==> config.mk <==
export PLATFORM = sky130hd
export DESIGN_NAME = preemptive_priority_scheduler_flat
export DESIGN_NICKNAME = d
export VERILOG_FILES = /design/src/hdl/pps_pkg.sv /design/src/hdl/pps_in_if.sv /design/src/hdl/pps_out_if.sv /design/src/hdl/pps_ram.sv /design/src/hdl/pps_ctrl.sv /design/src/hdl/pps_dpath.sv /design/src/hdl/preemptive_priority_scheduler.sv /design/src/flat_wrapper.sv
export SDC_FILE = /design/constraint.sdc
export NUM_CORES = 2
export LEC_CHECK = 0
export BUFFER_PORTS_ARGS = -buffer_cell sky130_fd_sc_hd__buf_4
export CAP_MARGIN = 20
export CORE_UTILIZATION = 60
export DETAILED_ROUTE_END_ITERATION = 10
export PLACE_DENSITY_LB_ADDON = 0.15
export SETUP_SLACK_MARGIN = 0.05
export SLEW_MARGIN = 20
export SYNTH_ARGS = -nofsm -noshare
export SYNTH_HDL_FRONTEND = slang
export SYNTH_SLANG_ARGS = --single-unit
==> constraint.sdc <==
create_clock -name clk -period 20.9 [get_ports clk]
set_input_delay 4.18 -clock clk [delete_from_list [all_inputs] [get_ports clk]]
set_output_delay 4.18 -clock clk [all_outputs]
set_load 0.01 [all_outputs]
==> src/hdl/pps_pkg.sv <==
`timescale 1ns / 1ps
`default_nettype none
package pps_pkg;

  typedef enum logic [1:0] {
    ST_ACCEPTED = 2'd0,
    ST_DROPPED  = 2'd1,
    ST_RAN      = 2'd2,
    ST_IDLE     = 2'd3
  } status_t;

  typedef struct packed {
    logic [7:0]  id;
    logic [7:0]  prio;
    logic [15:0] remaining;
    logic [15:0] burst;
    logic [31:0] arrival;
    logic [31:0] response;
    logic        started;
  } slot_t;

  typedef struct packed {
    status_t     status;
    logic [7:0]  run_id;
    logic [31:0] time_now;
    logic        finished;
    logic [31:0] response_time;
    logic [31:0] waiting_time;
  } res_t;

  typedef enum logic [2:0] {
    RD_ROOT,
    RD_LAST,
    RD_PARENT,
    RD_LEFT,
    RD_RIGHT
  } rd_sel_t;

  typedef enum logic [1:0] {
    WR_CUR,
    WR_RDATA,
    WR_BEST
  } wr_sel_t;

  typedef enum logic [3:0] {
    S_IDLE,
    S_UP_CHK,
    S_UP_CMP,
    S_TK_ROOT,
    S_TK_LAST,
    S_DN_L,
    S_DN_LW,
    S_DN_RW,
    S_DN_DEC,
    S_RUN,
    S_DONE
  } state_t;

  typedef struct packed {
    logic    accept;
    logic    rd_en;
    rd_sel_t rd_sel;
    logic    wr_en;
    wr_sel_t wr_sel;
    logic    up_step;
    logic    take_root;
    logic    load_last;
    logic    save_left;
    logic    pick_right;
    logic    dn_step;
    logic    run;
    logic    out_load;
  } cmd_t;

  typedef struct packed {
    logic in_tick;
    logic full;
    logic empty;
    logic pos_zero;
    logic parent_le;
    logic has_left;
    logic has_right;
    logic multi;
    logic again;
    logic best_valid;
    logic out_free;
  } stat_t;

endpackage
`default_nettype wire

==> src/hdl/pps_in_if.sv <==
`timescale 1ns / 1ps
`default_nettype none
interface pps_in_if;
  logic        valid;
  logic        ready;
  logic        req_type;
  logic [7:0]  process_id;
  logic [7:0]  prio_level;
  logic [15:0] burst_length;

  modport source (output valid, req_type, process_id, prio_level, burst_length, input ready);
  modport sink (input valid, req_type, process_id, prio_level, burst_length, output ready);
endinterface
`default_nettype wire

==> src/hdl/pps_out_if.sv <==
`timescale 1ns / 1ps
`default_nettype none
interface pps_out_if;
  logic        valid;
  logic        ready;
  logic [1:0]  status;
  logic [7:0]  run_id;
  logic [31:0] time_now;
  logic        finished;
  logic [31:0] response_time;
  logic [31:0] waiting_time;

  modport source (output valid, status, run_id, time_now, finished, response_time,
                  waiting_time, input ready);
  modport sink (input valid, status, run_id, time_now, finished, response_time,
                waiting_time, output ready);
endinterface
`default_nettype wire

==> src/hdl/pps_ram.sv <==
`timescale 1ns / 1ps
`default_nettype none
module pps_ram #(
  parameter int WIDTH = 8,
  parameter int DEPTH = 16
) (
  input  wire logic                     clk,
  input  wire logic                     wr_en,
  input  wire logic [$clog2(DEPTH)-1:0] wr_addr,
  input  wire logic [WIDTH-1:0]         wr_data,
  input  wire logic                     rd_en,
  input  wire logic [$clog2(DEPTH)-1:0] rd_addr,
  output logic      [WIDTH-1:0]         rd_data
);
  logic [WIDTH-1:0] mem [DEPTH];

  always_ff @(posedge clk) begin
    if (wr_en) begin
      mem[wr_addr] <= wr_data;
    end
    if (rd_en) begin
      rd_data <= mem[rd_addr];
    end
  end
endmodule
`default_nettype wire

==> src/hdl/pps_ctrl.sv <==
`timescale 1ns / 1ps
`default_nettype none
module pps_ctrl
  import pps_pkg::*;
(
  input  wire logic  clk,
  input  wire logic  rst_n,
  input  wire logic  in_valid,
  output logic       in_ready,
  input  wire stat_t st,
  output cmd_t       cmd
);
  state_t state_r, state_nxt;

  always_ff @(posedge clk) begin
    if (!rst_n) begin
      state_r <= S_IDLE;
    end else begin
      state_r <= state_nxt;
    end
  end

  always_comb begin
    state_nxt = state_r;
    case (state_r)
      S_IDLE: begin
        if (in_valid) begin
          if (!st.in_tick) state_nxt = st.full ? S_DONE : S_UP_CHK;
          else state_nxt = st.empty ? S_DONE : S_TK_ROOT;
        end
      end
      S_UP_CHK:  state_nxt = st.pos_zero ? S_DONE : S_UP_CMP;
      S_UP_CMP:  state_nxt = st.parent_le ? S_DONE : S_UP_CHK;
      S_TK_ROOT: state_nxt = st.multi ? S_TK_LAST : S_RUN;
      S_TK_LAST: state_nxt = S_DN_L;
      S_DN_L:    state_nxt = st.has_left ? S_DN_LW : S_RUN;
      S_DN_LW:   state_nxt = st.has_right ? S_DN_RW : S_DN_DEC;
      S_DN_RW:   state_nxt = S_DN_DEC;
      S_DN_DEC:  state_nxt = st.best_valid ? S_DN_L : S_RUN;
      S_RUN:     state_nxt = st.again ? S_UP_CHK : S_DONE;
      S_DONE:    state_nxt = st.out_free ? S_IDLE : S_DONE;
      default:   state_nxt = S_IDLE;
    endcase
  end

  always_comb begin
    cmd = '0;
    cmd.rd_sel = RD_ROOT;
    cmd.wr_sel = WR_CUR;
    in_ready = 1'b0;
    case (state_r)
      S_IDLE: begin
        in_ready = 1'b1;
        cmd.accept = in_valid;
        cmd.rd_en = in_valid && st.in_tick && !st.empty;
      end
      S_UP_CHK: begin
        if (st.pos_zero) begin
          cmd.wr_en = 1'b1;
        end else begin
          cmd.rd_en = 1'b1;
          cmd.rd_sel = RD_PARENT;
        end
      end
      S_UP_CMP: begin
        cmd.wr_en = 1'b1;
        if (!st.parent_le) begin
          cmd.wr_sel = WR_RDATA;
          cmd.up_step = 1'b1;
        end
      end
      S_TK_ROOT: begin
        cmd.take_root = 1'b1;
        cmd.rd_en = st.multi;
        cmd.rd_sel = RD_LAST;
      end
      S_TK_LAST: cmd.load_last = 1'b1;
      S_DN_L: begin
        if (st.has_left) begin
          cmd.rd_en = 1'b1;
          cmd.rd_sel = RD_LEFT;
        end else begin
          cmd.wr_en = 1'b1;
        end
      end
      S_DN_LW: begin
        cmd.save_left = 1'b1;
        cmd.rd_en = st.has_right;
        cmd.rd_sel = RD_RIGHT;
      end
      S_DN_RW: cmd.pick_right = 1'b1;
      S_DN_DEC: begin
        cmd.wr_en = 1'b1;
        if (st.best_valid) begin
          cmd.wr_sel = WR_BEST;
          cmd.dn_step = 1'b1;
        end
      end
      S_RUN:  cmd.run = 1'b1;
      S_DONE: cmd.out_load = st.out_free;
      default: ;
    endcase
  end
endmodule
`default_nettype wire

==> src/hdl/pps_dpath.sv <==
`timescale 1ns / 1ps
`default_nettype none
module pps_dpath
  import pps_pkg::*;
#(
  parameter int HEAP_DEPTH = 16
) (
  input  wire logic        clk,
  input  wire logic        rst_n,
  input  wire cmd_t        cmd,
  output stat_t            st,
  input  wire logic        in_req_type,
  input  wire logic [7:0]  in_process_id,
  input  wire logic [7:0]  in_prio_level,
  input  wire logic [15:0] in_burst_length,
  input  wire logic        out_ready,
  output logic             out_valid,
  output res_t             out_res
);
  localparam int IW = $clog2(HEAP_DEPTH);
  localparam int CW = $clog2(HEAP_DEPTH + 1);
  localparam int SW = $bits(slot_t);

  logic [CW-1:0] count_r, count_nxt;
  logic [31:0]   time_r, time_nxt;
  logic [31:0]   now_r, now_nxt;
  logic [IW-1:0] pos_r, pos_nxt;
  logic [IW-1:0] best_idx_r, best_idx_nxt;
  logic          best_valid_r, best_valid_nxt;
  slot_t         cur_r, cur_nxt;
  slot_t         m_r, m_nxt;
  slot_t         best_r, best_nxt;
  res_t          res_r, res_nxt;
  res_t          out_r, out_nxt;
  logic          out_valid_r, out_valid_nxt;

  slot_t         rdata;
  logic [SW-1:0] rd_raw;
  slot_t         wdata;
  logic [IW-1:0] rd_addr;
  logic [CW:0]   left_w, right_w;
  logic [IW-1:0] parent_w, last_w;
  slot_t         new_slot, m_upd;
  logic [15:0]   burst_fix;
  logic [7:0]    best_prio;

  assign rdata    = slot_t'(rd_raw);
  assign left_w   = (CW+1)'({pos_r, 1'b1});
  assign right_w  = left_w + (CW+1)'(1);
  assign parent_w = IW'((pos_r - IW'(1)) >> 1);
  assign last_w   = IW'(count_r - CW'(1));
  assign burst_fix = (in_burst_length == 16'd0) ? 16'd1 : in_burst_length;
  assign best_prio = best_valid_r ? best_r.prio : cur_r.prio;

  always_comb begin
    new_slot = '0;
    new_slot.id = in_process_id;
    new_slot.prio = in_prio_level;
    new_slot.remaining = burst_fix;
    new_slot.burst = burst_fix;
    new_slot.arrival = time_r;
  end

  always_comb begin
    m_upd = m_r;
    m_upd.started = 1'b1;
    if (!m_r.started) m_upd.response = now_r - m_r.arrival;
    m_upd.remaining = m_r.remaining - 16'd1;
  end

  always_comb begin
    st.in_tick    = in_req_type;
    st.full       = count_r >= CW'(HEAP_DEPTH);
    st.empty      = count_r == '0;
    st.pos_zero   = pos_r == '0;
    st.parent_le  = rdata.prio <= cur_r.prio;
    st.has_left   = left_w < {1'b0, count_r};
    st.has_right  = right_w < {1'b0, count_r};
    st.multi      = count_r >= CW'(2);
    st.again      = m_upd.remaining != 16'd0;
    st.best_valid = best_valid_r;
    st.out_free   = !out_valid_r || out_ready;
  end

  always_comb begin
    case (cmd.rd_sel)
      RD_ROOT:   rd_addr = '0;
      RD_LAST:   rd_addr = last_w;
      RD_PARENT: rd_addr = parent_w;
      RD_LEFT:   rd_addr = left_w[IW-1:0];
      RD_RIGHT:  rd_addr = right_w[IW-1:0];
      default:   rd_addr = '0;
    endcase
    case (cmd.wr_sel)
      WR_CUR:   wdata = cur_r;
      WR_RDATA: wdata = rdata;
      WR_BEST:  wdata = best_r;
      default:  wdata = cur_r;
    endcase
  end

  pps_ram #(.WIDTH(SW), .DEPTH(HEAP_DEPTH)) u_ram (
    .clk     (clk),
    .wr_en   (cmd.wr_en),
    .wr_addr (pos_r),
    .wr_data (wdata),
    .rd_en   (cmd.rd_en),
    .rd_addr (rd_addr),
    .rd_data (rd_raw)
  );

  always_comb begin
    count_nxt = count_r;
    time_nxt = time_r;
    now_nxt = now_r;
    pos_nxt = pos_r;
    best_idx_nxt = best_idx_r;
    best_valid_nxt = best_valid_r;
    cur_nxt = cur_r;
    m_nxt = m_r;
    best_nxt = best_r;
    res_nxt = res_r;
    out_nxt = out_r;
    out_valid_nxt = out_valid_r;

    if (cmd.accept) begin
      now_nxt = time_r;
      res_nxt = '0;
      res_nxt.time_now = time_r;
      if (!in_req_type) begin
        res_nxt.run_id = in_process_id;
        if (st.full) begin
          res_nxt.status = ST_DROPPED;
        end else begin
          res_nxt.status = ST_ACCEPTED;
          cur_nxt = new_slot;
          pos_nxt = IW'(count_r);
          count_nxt = count_r + CW'(1);
        end
      end else begin
        time_nxt = time_r + 32'd1;
        res_nxt.status = ST_IDLE;
      end
    end
    if (cmd.up_step) pos_nxt = parent_w;
    if (cmd.take_root) begin
      m_nxt = rdata;
      count_nxt = count_r - CW'(1);
    end
    if (cmd.load_last) begin
      cur_nxt = rdata;
      pos_nxt = '0;
    end
    if (cmd.save_left) begin
      best_nxt = rdata;
      best_idx_nxt = left_w[IW-1:0];
      best_valid_nxt = rdata.prio < cur_r.prio;
    end
    if (cmd.pick_right && (rdata.prio < best_prio)) begin
      best_nxt = rdata;
      best_idx_nxt = right_w[IW-1:0];
      best_valid_nxt = 1'b1;
    end
    if (cmd.dn_step) pos_nxt = best_idx_r;
    if (cmd.run) begin
      res_nxt.status = ST_RAN;
      res_nxt.run_id = m_r.id;
      if (m_upd.remaining != 16'd0) begin
        // put the process back at the tail and sift it up
        cur_nxt = m_upd;
        pos_nxt = IW'(count_r);
        count_nxt = count_r + CW'(1);
      end else begin
        res_nxt.finished = 1'b1;
        res_nxt.response_time = m_upd.response;
        res_nxt.waiting_time = now_r + 32'd1 - m_r.arrival - {16'd0, m_r.burst};
      end
    end
    if (cmd.out_load) begin
      out_nxt = res_r;
      out_valid_nxt = 1'b1;
    end else if (out_ready) begin
      out_valid_nxt = 1'b0;
    end
  end

  always_ff @(posedge clk) begin
    if (!rst_n) begin
      count_r <= '0;
      time_r <= '0;
      out_valid_r <= 1'b0;
    end else begin
      count_r <= count_nxt;
      time_r <= time_nxt;
      out_valid_r <= out_valid_nxt;
    end
  end

  always_ff @(posedge clk) begin
    now_r <= now_nxt;
    pos_r <= pos_nxt;
    best_idx_r <= best_idx_nxt;
    best_valid_r <= best_valid_nxt;
    cur_r <= cur_nxt;
    m_r <= m_nxt;
    best_r <= best_nxt;
    res_r <= res_nxt;
    out_r <= out_nxt;
  end

  assign out_valid = out_valid_r;
  assign out_res = out_r;
endmodule
`default_nettype wire

==> src/hdl/preemptive_priority_scheduler.sv <==
`timescale 1ns / 1ps
`default_nettype none
// Channel   Dir  Handshake      Payload
// in_if     in   valid/ready    req_type, process_id, prio_level, burst_length
// out_if    out  valid/ready    status, run_id, time_now, finished,
//                               response_time, waiting_time
//
// One request at a time. Each heap step of an arrive or a tick waits on the
// single read port of the heap RAM, whose read data is registered.
// Reset clears the heap count and the time counter; the heap RAM is not cleared.
// A finished result holds in the output register while a new request is worked
// on; the next result waits until that one is taken, accepting no request.
module preemptive_priority_scheduler
  import pps_pkg::*;
#(
  parameter int HEAP_DEPTH = 16
) (
  input wire logic  clk,
  input wire logic  rst_n,
  pps_in_if.sink    in_if,
  pps_out_if.source out_if
);
  cmd_t  cmd;
  stat_t st;
  res_t  res;
  logic  ready;

  pps_ctrl u_ctrl (
    .clk      (clk),
    .rst_n    (rst_n),
    .in_valid (in_if.valid),
    .in_ready (ready),
    .st       (st),
    .cmd      (cmd)
  );

  pps_dpath #(.HEAP_DEPTH(HEAP_DEPTH)) u_dpath (
    .clk             (clk),
    .rst_n           (rst_n),
    .cmd             (cmd),
    .st              (st),
    .in_req_type     (in_if.req_type),
    .in_process_id   (in_if.process_id),
    .in_prio_level   (in_if.prio_level),
    .in_burst_length (in_if.burst_length),
    .out_ready       (out_if.ready),
    .out_valid       (out_if.valid),
    .out_res         (res)
  );

  assign in_if.ready          = ready;
  assign out_if.status        = res.status;
  assign out_if.run_id        = res.run_id;
  assign out_if.time_now      = res.time_now;
  assign out_if.finished      = res.finished;
  assign out_if.response_time = res.response_time;
  assign out_if.waiting_time  = res.waiting_time;

  a_load_shows: assert property (@(posedge clk) disable iff (!rst_n)
    cmd.out_load |=> out_if.valid)
    else $error("loaded result not presented");

  a_busy_after_accept: assert property (@(posedge clk) disable iff (!rst_n)
    (in_if.valid && in_if.ready) |=> !in_if.ready)
    else $error("new request accepted while one is in work");

  a_one_port_op: assert property (@(posedge clk) disable iff (!rst_n)
    cmd.rd_en |-> !cmd.wr_en)
    else $error("heap read and write in the same cycle");

  a_no_push_full: assert property (@(posedge clk) disable iff (!rst_n)
    (cmd.run && st.again) |-> !st.full)
    else $error("reinsert into a full heap");
endmodule
`default_nettype wire
==> src/flat_wrapper.sv <==
// flat-port wrapper written by rule: the top's interface ports become plain ports
module preemptive_priority_scheduler_flat import pps_pkg::*;
#(
  parameter int HEAP_DEPTH = 16
)
  (clk, rst_n, in_if_valid, in_if_req_type, in_if_process_id, in_if_prio_level, in_if_burst_length, in_if_ready, out_if_valid, out_if_status, out_if_run_id, out_if_time_now, out_if_finished, out_if_response_time, out_if_waiting_time, out_if_ready);
  pps_in_if in_if_i ();
  pps_out_if out_if_i ();
  input wire logic clk;
  input wire logic rst_n;
  input wire logic [$bits(in_if_i.valid)-1:0] in_if_valid;
  input wire logic [$bits(in_if_i.req_type)-1:0] in_if_req_type;
  input wire logic [$bits(in_if_i.process_id)-1:0] in_if_process_id;
  input wire logic [$bits(in_if_i.prio_level)-1:0] in_if_prio_level;
  input wire logic [$bits(in_if_i.burst_length)-1:0] in_if_burst_length;
  output wire logic [$bits(in_if_i.ready)-1:0] in_if_ready;
  output wire logic [$bits(out_if_i.valid)-1:0] out_if_valid;
  output wire logic [$bits(out_if_i.status)-1:0] out_if_status;
  output wire logic [$bits(out_if_i.run_id)-1:0] out_if_run_id;
  output wire logic [$bits(out_if_i.time_now)-1:0] out_if_time_now;
  output wire logic [$bits(out_if_i.finished)-1:0] out_if_finished;
  output wire logic [$bits(out_if_i.response_time)-1:0] out_if_response_time;
  output wire logic [$bits(out_if_i.waiting_time)-1:0] out_if_waiting_time;
  input wire logic [$bits(out_if_i.ready)-1:0] out_if_ready;
  assign in_if_i.valid = in_if_valid;
  assign in_if_i.req_type = in_if_req_type;
  assign in_if_i.process_id = in_if_process_id;
  assign in_if_i.prio_level = in_if_prio_level;
  assign in_if_i.burst_length = in_if_burst_length;
  assign in_if_ready = in_if_i.ready;
  assign out_if_valid = out_if_i.valid;
  assign out_if_status = out_if_i.status;
  assign out_if_run_id = out_if_i.run_id;
  assign out_if_time_now = out_if_i.time_now;
  assign out_if_finished = out_if_i.finished;
  assign out_if_response_time = out_if_i.response_time;
  assign out_if_waiting_time = out_if_i.waiting_time;
  assign out_if_i.ready = out_if_ready;
  preemptive_priority_scheduler #(.HEAP_DEPTH(HEAP_DEPTH)) u_core (.clk(clk), .rst_n(rst_n), .in_if(in_if_i), .out_if(out_if_i));
endmodule
[After elaboration in Yosys (flattened, before gate mapping)]
Memories as Yosys holds them, arrays and structs flattened. A register that Yosys moved wholly into a read port is not among the register bits.
Index checks and enable logic that the tools add are counted.
Word-level totals
  bits in registers: 604
  memories: 1
  input bits: 37
  bits in writable memories: 1808
Memories
  u_core.u_dpath.u_ram.mem: depth 16, width 113, rd ports 1, clocked after memory_dff 1, wr ports 1, RTL line pps_ram.sv:15  | logic [WIDTH-1:0] mem [DEPTH];
Operators by class
  equality and inequality tests: 17
  $add $sub $neg: 10
  order comparisons: 7
  mux-type cells: 74
  reduce and logical (&&, ||, !) cells: 16
Operator list (count)
  113-bit two-way mux: 8
  113-bit case mux with 2 select lines: 1
  65-bit two-way mux: 2
  105-bit two-way mux: 1
  4-bit two-way mux: 24
  32-bit by 1-bit adder with 32-bit output (second input constant): 2
  32-bit subtractor: 2
  4-bit case mux with 11 select lines: 1
  32-bit two-way mux: 1
  32-bit by 16-bit subtractor with 32-bit output: 1
  5-bit two-way mux: 6
  8-bit two-way mux: 3
  1-bit two-way mux: 18
  4-bit by 3-bit == test with 1-bit output (second input constant): 4
  16-bit zero test: 1
  8-bit < comparator: 2
  16-bit two-way mux: 1
  4-bit case mux with 4 select lines: 1
  16-bit nonzero test: 1
  16-bit by 1-bit subtractor with 16-bit output (second input constant): 1
  4-bit == test (second input constant): 3
  3-bit case mux with 4 select lines: 1
  4-bit by 2-bit == test with 1-bit output (second input constant): 2
  8-bit less-or-equal comparator: 1
  other kinds (27): 36

[Depth between registers and ports, before layout]
  depth after elaboration: 9
  mapped depth: 16
  mapped depth without buffers: 15

[Cells and area by module]
A second synthesis with hierarchy kept.
Unflattened totals
  cell total of the unflattened synthesis: 5865
  area total of the unflattened synthesis: 100558.9 µm²
By module, submodules not included
  pps_ram: cells each 2890, instances 1, sequential area each 57685.3 µm², area each 70914.3 µm²
  pps_dpath: cells each 2894, instances 1, sequential area each 15785.1 µm², area each 29086.6 µm²
  pps_ctrl: cells each 81, instances 1, sequential area each 80.1 µm², area each 558.0 µm²

[Worst setup path after synthesis]
Ideal clock, no wire load.
  kind: input to register
  from: in in_if_valid
  to: reg u_core.u_dpath.u_ram.rd_data[0] (read register of u_core.u_dpath.u_ram.mem) (enable)
  path slack: 2.666 ns
  setup time: 0.970 ns
  path buffers: 0
  data arrival time: 17.264 ns
  stages: 2
  data required time: 19.930 ns
  cell sequence: nand2_1 -> o311ai_0
RTL lines
  start: declaration: RTL line flat_wrapper.sv:11  | input wire logic [$bits(in_if_i.valid)-1:0] in_if_valid;
  end: declaration: RTL line pps_ram.sv:13  | output logic [WIDTH-1:0] rd_data

[Final worst setup path]
  from: reg u_core.u_dpath.count_r[2]
  to: reg u_core.u_dpath.u_ram.rd_data[87] (read register of u_core.u_dpath.u_ram.mem) (data pin)
Between the ends
  longest elaborated chain between the ends: 5
  elaborated cells between the ends (all ways): 15
Ends and longest elaborated chain
  start: declaration: RTL line pps_dpath.sv:24  | logic [CW-1:0] count_r, count_nxt;
  start signal: assignment: RTL line pps_dpath.sv:193  | count_r <= count_nxt;
  5-bit < comparator: RTL line pps_dpath.sv:77  | st.has_left = left_w < {1'b0, count_r};
  4-bit two-way mux: RTL line pps_ctrl.sv:79  | if (st.has_left) begin
  3-bit case mux with 4 select lines: RTL line pps_ctrl.sv:51  | case (state_r)
  3-bit == test (tied with other cells): RTL line pps_dpath.sv:86  | case (cmd.rd_sel)
  4-bit case mux with 4 select lines: RTL line pps_dpath.sv:86
Several ways; a longest one is shown, not always the timed one.
A chain may end at the register's enable or synchronous reset.

==> impl_metrics.env <==
export IMPL_outcome="completed"
export IMPL_hold_path_endpoint="u_core.u_dpath.out_res[98]"
export IMPL_via_per_inst=6.30
export IMPL_grt_pass1_wl_um=407000
export IMPL_finalClockSkew_ns=0.0296
export IMPL_cp_end_kind="flop"
export IMPL_wl_met1_um=110000
export IMPL_synth_seq_cells=2525
export IMPL_finalHoldViolCount=0
export IMPL_placed_cells=10200
export IMPL_dr_pass1_iters=5
export IMPL_syn_nets=8304
export IMPL_antenna_found_initial=12
export IMPL_seqCellArea_um2=73600
export IMPL_p_switching_mw=5.29
export IMPL_finalCritPeriodShare=0.347
export IMPL_reg2reg_from="u_core.u_dpath.count_r[2]"
export IMPL_synthArstFlopShare=0
export IMPL_cp_slowest_cell="buf_4"
export IMPL_ir_drop_mv=0.152
export IMPL_path_common_cell="buf_4"
export IMPL_power_share_clock=0.276
export IMPL_worst_slew_pin_slew_ns=1.17
export IMPL_crit_type="reg -> reg"
export IMPL_die_width_um=417
export IMPL_critical_path_max_fanout=193
export IMPL_power_mw=16.0
export IMPL_ys_seq_area_frac=0.712
export IMPL_fin_ws_ns=13.64
export IMPL_hp_start="u_core.u_dpath.res_r[98]"
export IMPL_initial_core_util=0.607
export IMPL_finalMaxSlewViolations=0
export IMPL_rrSetupSlack_ns=13.64
export IMPL_synthMostInstantiatedCell="edfxtp_1"
export IMPL_grt_max_degree=194
export IMPL_cp_slowest_stage_delay_ns=0.87
export IMPL_syn_cell_area_um2=103000
export IMPL_max_slew_margin_rel=0.218
export IMPL_swShare=0.330
export IMPL_synth_common_cells="edfxtp_1, nand2_1, o21ai_0"
export IMPL_synth_area_mux_share=0.00293
export IMPL_grt_pass1_vias=63800
export IMPL_grt_use_total=0.314
export IMPL_avgSynthCellArea_um2=12.7
export IMPL_power_frac_comb=0.278
export IMPL_yosysWarnings=0
export IMPL_clk_path_buf_depth=3
export IMPL_fin_nets=8367
export IMPL_drc=0
export IMPL_cellInternalPower_mw=10.7
export IMPL_synth_top_area_share=0.668
export IMPL_die_area_um2=174000
export IMPL_synthCells=8107
export IMPL_rows=151
export IMPL_seqPwrFrac=0.446
export IMPL_h_tree_depth=4
export IMPL_die_y_um=417
export IMPL_route_met3_wl_um=24700
export IMPL_drive_gt1_frac=0.0933
export IMPL_worst_setup_hold_path_clk_slew_ns=0.07
export IMPL_synth_main_ff_cell="edfxtp_1"
export IMPL_gp_congestion=0.911
export IMPL_rsz0062_at_grt="false"
export IMPL_hold_buffers=0
export IMPL_r2r_end="u_core.u_dpath.u_ram.rd_data[87]"
export IMPL_synth_edf_count=2298
export IMPL_ant_nets=0
export IMPL_synth_compound_area_frac=0.109
export IMPL_num_vias=67400
export IMPL_setup_violations=0
export IMPL_fin_cells=10700
export IMPL_dr_first_iter_drc_count=8484
export IMPL_fin_crit_ns=7.26
export IMPL_clkLatencyLatePin_ns=0.89
export IMPL_core_um2=170000
export IMPL_top_layer_used="met5"
export IMPL_min_path_cells=0
export IMPL_powerDensity_nw_per_um2=139
export IMPL_synth_area_leaders="edfxtp_1, nand2_1, dfxtp_1"
export IMPL_cts_sinks=2525
export IMPL_arrival_ns=7.95
export IMPL_synth_simple_area_share=0.119
export IMPL_hold_slack_ns=0.418
export IMPL_syn_to_final_growth_pct=11.4
export IMPL_netlist_top_cell_by_area="edfxtp_1"
export IMPL_clockRootBuffer="clkbuf_16"
export IMPL_synth_top_family_by_area="simple AND/OR/NAND/NOR gates"
export IMPL_synthXorXnorAreaFrac=0.00890
export IMPL_maxCapViolations=0
export IMPL_max_freq_mhz=138
export IMPL_routedWlPerCell_um=25.8
export IMPL_wl_met2_um=130000
export IMPL_tns_ns=0
export IMPL_fillers=11800
export IMPL_tritoncts_num_buffers=239
export IMPL_pre_cts_slack_ns=13.66
export IMPL_tritoncts="yes"
export IMPL_hp_class="reg -> reg"
export IMPL_hpwl_um=147000
export IMPL_p_leak_nw=40.7
export IMPL_synth_fa_ha_area_frac=0.0206
export IMPL_start_kind="flop"
export IMPL_numPortBuffers=145
export IMPL_drt_total_wl_um=276000
export IMPL_multiInputGateArea_um2=27200
export IMPL_gr_total_overflow=0
export IMPL_cts_setup_buffers=0
export IMPL_io_pins=146
export IMPL_rr_worst_depth=15
export IMPL_cp_cell_sequence="inv_1 -> ha_1 -> nor2b_1 -> o21a_1 -> o21ai_0 -> and4_1 -> or2_4 -> buf_12 -> buf_4 -> buf_4 -> buf_4 -> a211oi_1 -> a31oi_1 -> a22oi_1 -> o221ai_1"
export IMPL_cp_required_ns=21.59
export IMPL_cts_resized=0
export IMPL_ys_types=87
registers in the layout, indices dropped and copies added, names as in the netlist:
signal,count
u_core.u_dpath.cur_r,113
u_core.u_dpath.time_r,32
u_core.u_dpath.res_r,107
u_core.u_ctrl.state_r,4
u_core.u_dpath.best_r,113
u_core.u_dpath.u_ram.mem,1808
u_core.u_dpath.best_valid_r,1
u_core.u_dpath.pos_r,4
u_core.u_dpath.out_valid,1
u_core.u_dpath.best_idx_r,4
u_core.u_dpath.m_r,113
u_core.u_dpath.count_r,5
u_core.u_dpath.out_res,107
u_core.u_dpath.u_ram.rd_data,113
metal layers:
layer,up-vias,global-route usage
met4,12,0.129
met3,527,0.0489
li1,30000,-
met1,33400,0.437
met5,-,0
met2,3416,0.499
area by class of cell:
class / instances / share of cell area
diodes: 7 / 0.000152
clock buffers: 325 / 0.0577
clock inverters: 129 / 0.0120
inverters: 161 / 0.00529
multi-input cells: 4896 / 0.236
flip-flops and latches: 2525 / 0.639
well taps: 2295 / 0.0249
repair buffers: 347 / 0.0247
worst max path at each step:
stage | from | end | slack (ns) | cells past startpoint
after global placement | u_core.u_dpath.count_r[2] | u_core.u_dpath.u_ram.rd_data[94] | 13.94 | 15
after global routing | u_core.u_dpath.count_r[2] | u_core.u_dpath.u_ram.rd_data[83] | 13.07 | 15
after CTS | u_core.u_dpath.count_r[2] | u_core.u_dpath.u_ram.rd_data[86] | 13.67 | 15
final | u_core.u_dpath.count_r[2] | u_core.u_dpath.u_ram.rd_data[87] | 13.64 | 15
after detailed placement | u_core.u_dpath.count_r[2] | u_core.u_dpath.u_ram.rd_data[86] | 13.66 | 15
after floorplan | in_if_valid | u_core.u_dpath.u_ram.rd_data[0] | 2.67 | 2
logic make-up (layout without fill, tap and decap cells):
| group | Yosys count | count (layout) |
|---|---|---|
| AO/OA/AOI/OAI | 1765 | 1765 |
| XOR/XNOR | 105 | 105 |
| adder cells (fa/ha/maj) | 160 | 160 |
| buffers and inverters | 686 | 962 |
| flip-flops | 2525 | 2525 |
| multiplexers | 30 | 30 |
| other | 0 | 7 |
| AND/OR/NAND/NOR | 2836 | 2836 |
critical path: cells and delay by family, from the launching register on:
| family | cells | cell delay (ns) |
|---|---|---|
| AOI/OAI and AO/OA | 6 | 1.30 |
| adders and majority gates | 1 | 0.31 |
| buffers and inverters | 5 | 3.29 |
| DFF | 1 | 0.53 |
| and+or+nand+nor | 3 | 1.38 |
power by group through the flow:
stage / clock network [mW] / registers [mW] / logic (mW)
2_1_floorplan: 0 / 7.22 / 2.93
3_3_place_gp: 0 / 7.22 / 4.25
3_5_place_dp: 0 / 7.24 / 4.38
4_1_cts: 4.44 / 7.14 / 4.40
5_1_grt: 4.63 / 7.18 / 4.87
6_report: 4.42 / 7.15 / 4.46
per-stage QoR:
step,cell area (um^2),util
6_report,115000,0.676
5_1_grt,115000,0.676
4_1_cts,115000,0.676
3_5_place_dp,107000,0.628
3_3_place_gp,107000,0.628
2_1_floorplan,103000,-
cell usage in the layout (no fill, tap or decap), types with 56 or more instances in the layout:
| master | count |
|---|---|
| clkbuf_1 | 56 |
| o21ai_0 | 521 |
| dfxtp_1 | 227 |
| o221ai_1 | 115 |
| inv_1 | 158 |
| buf_4 | 327 |
| nor2_1 | 84 |
| nand3_1 | 313 |
| clkbuf_16 | 242 |
| a211oi_1 | 263 |
| a21oi_1 | 219 |
| nand2_1 | 1972 |
| a22oi_1 | 221 |
| xnor2_1 | 67 |
| a31oi_1 | 245 |
| ha_1 | 141 |
| and2_1 | 255 |
| edfxtp_1 | 2298 |
Power figures use the tool's default switching activity.
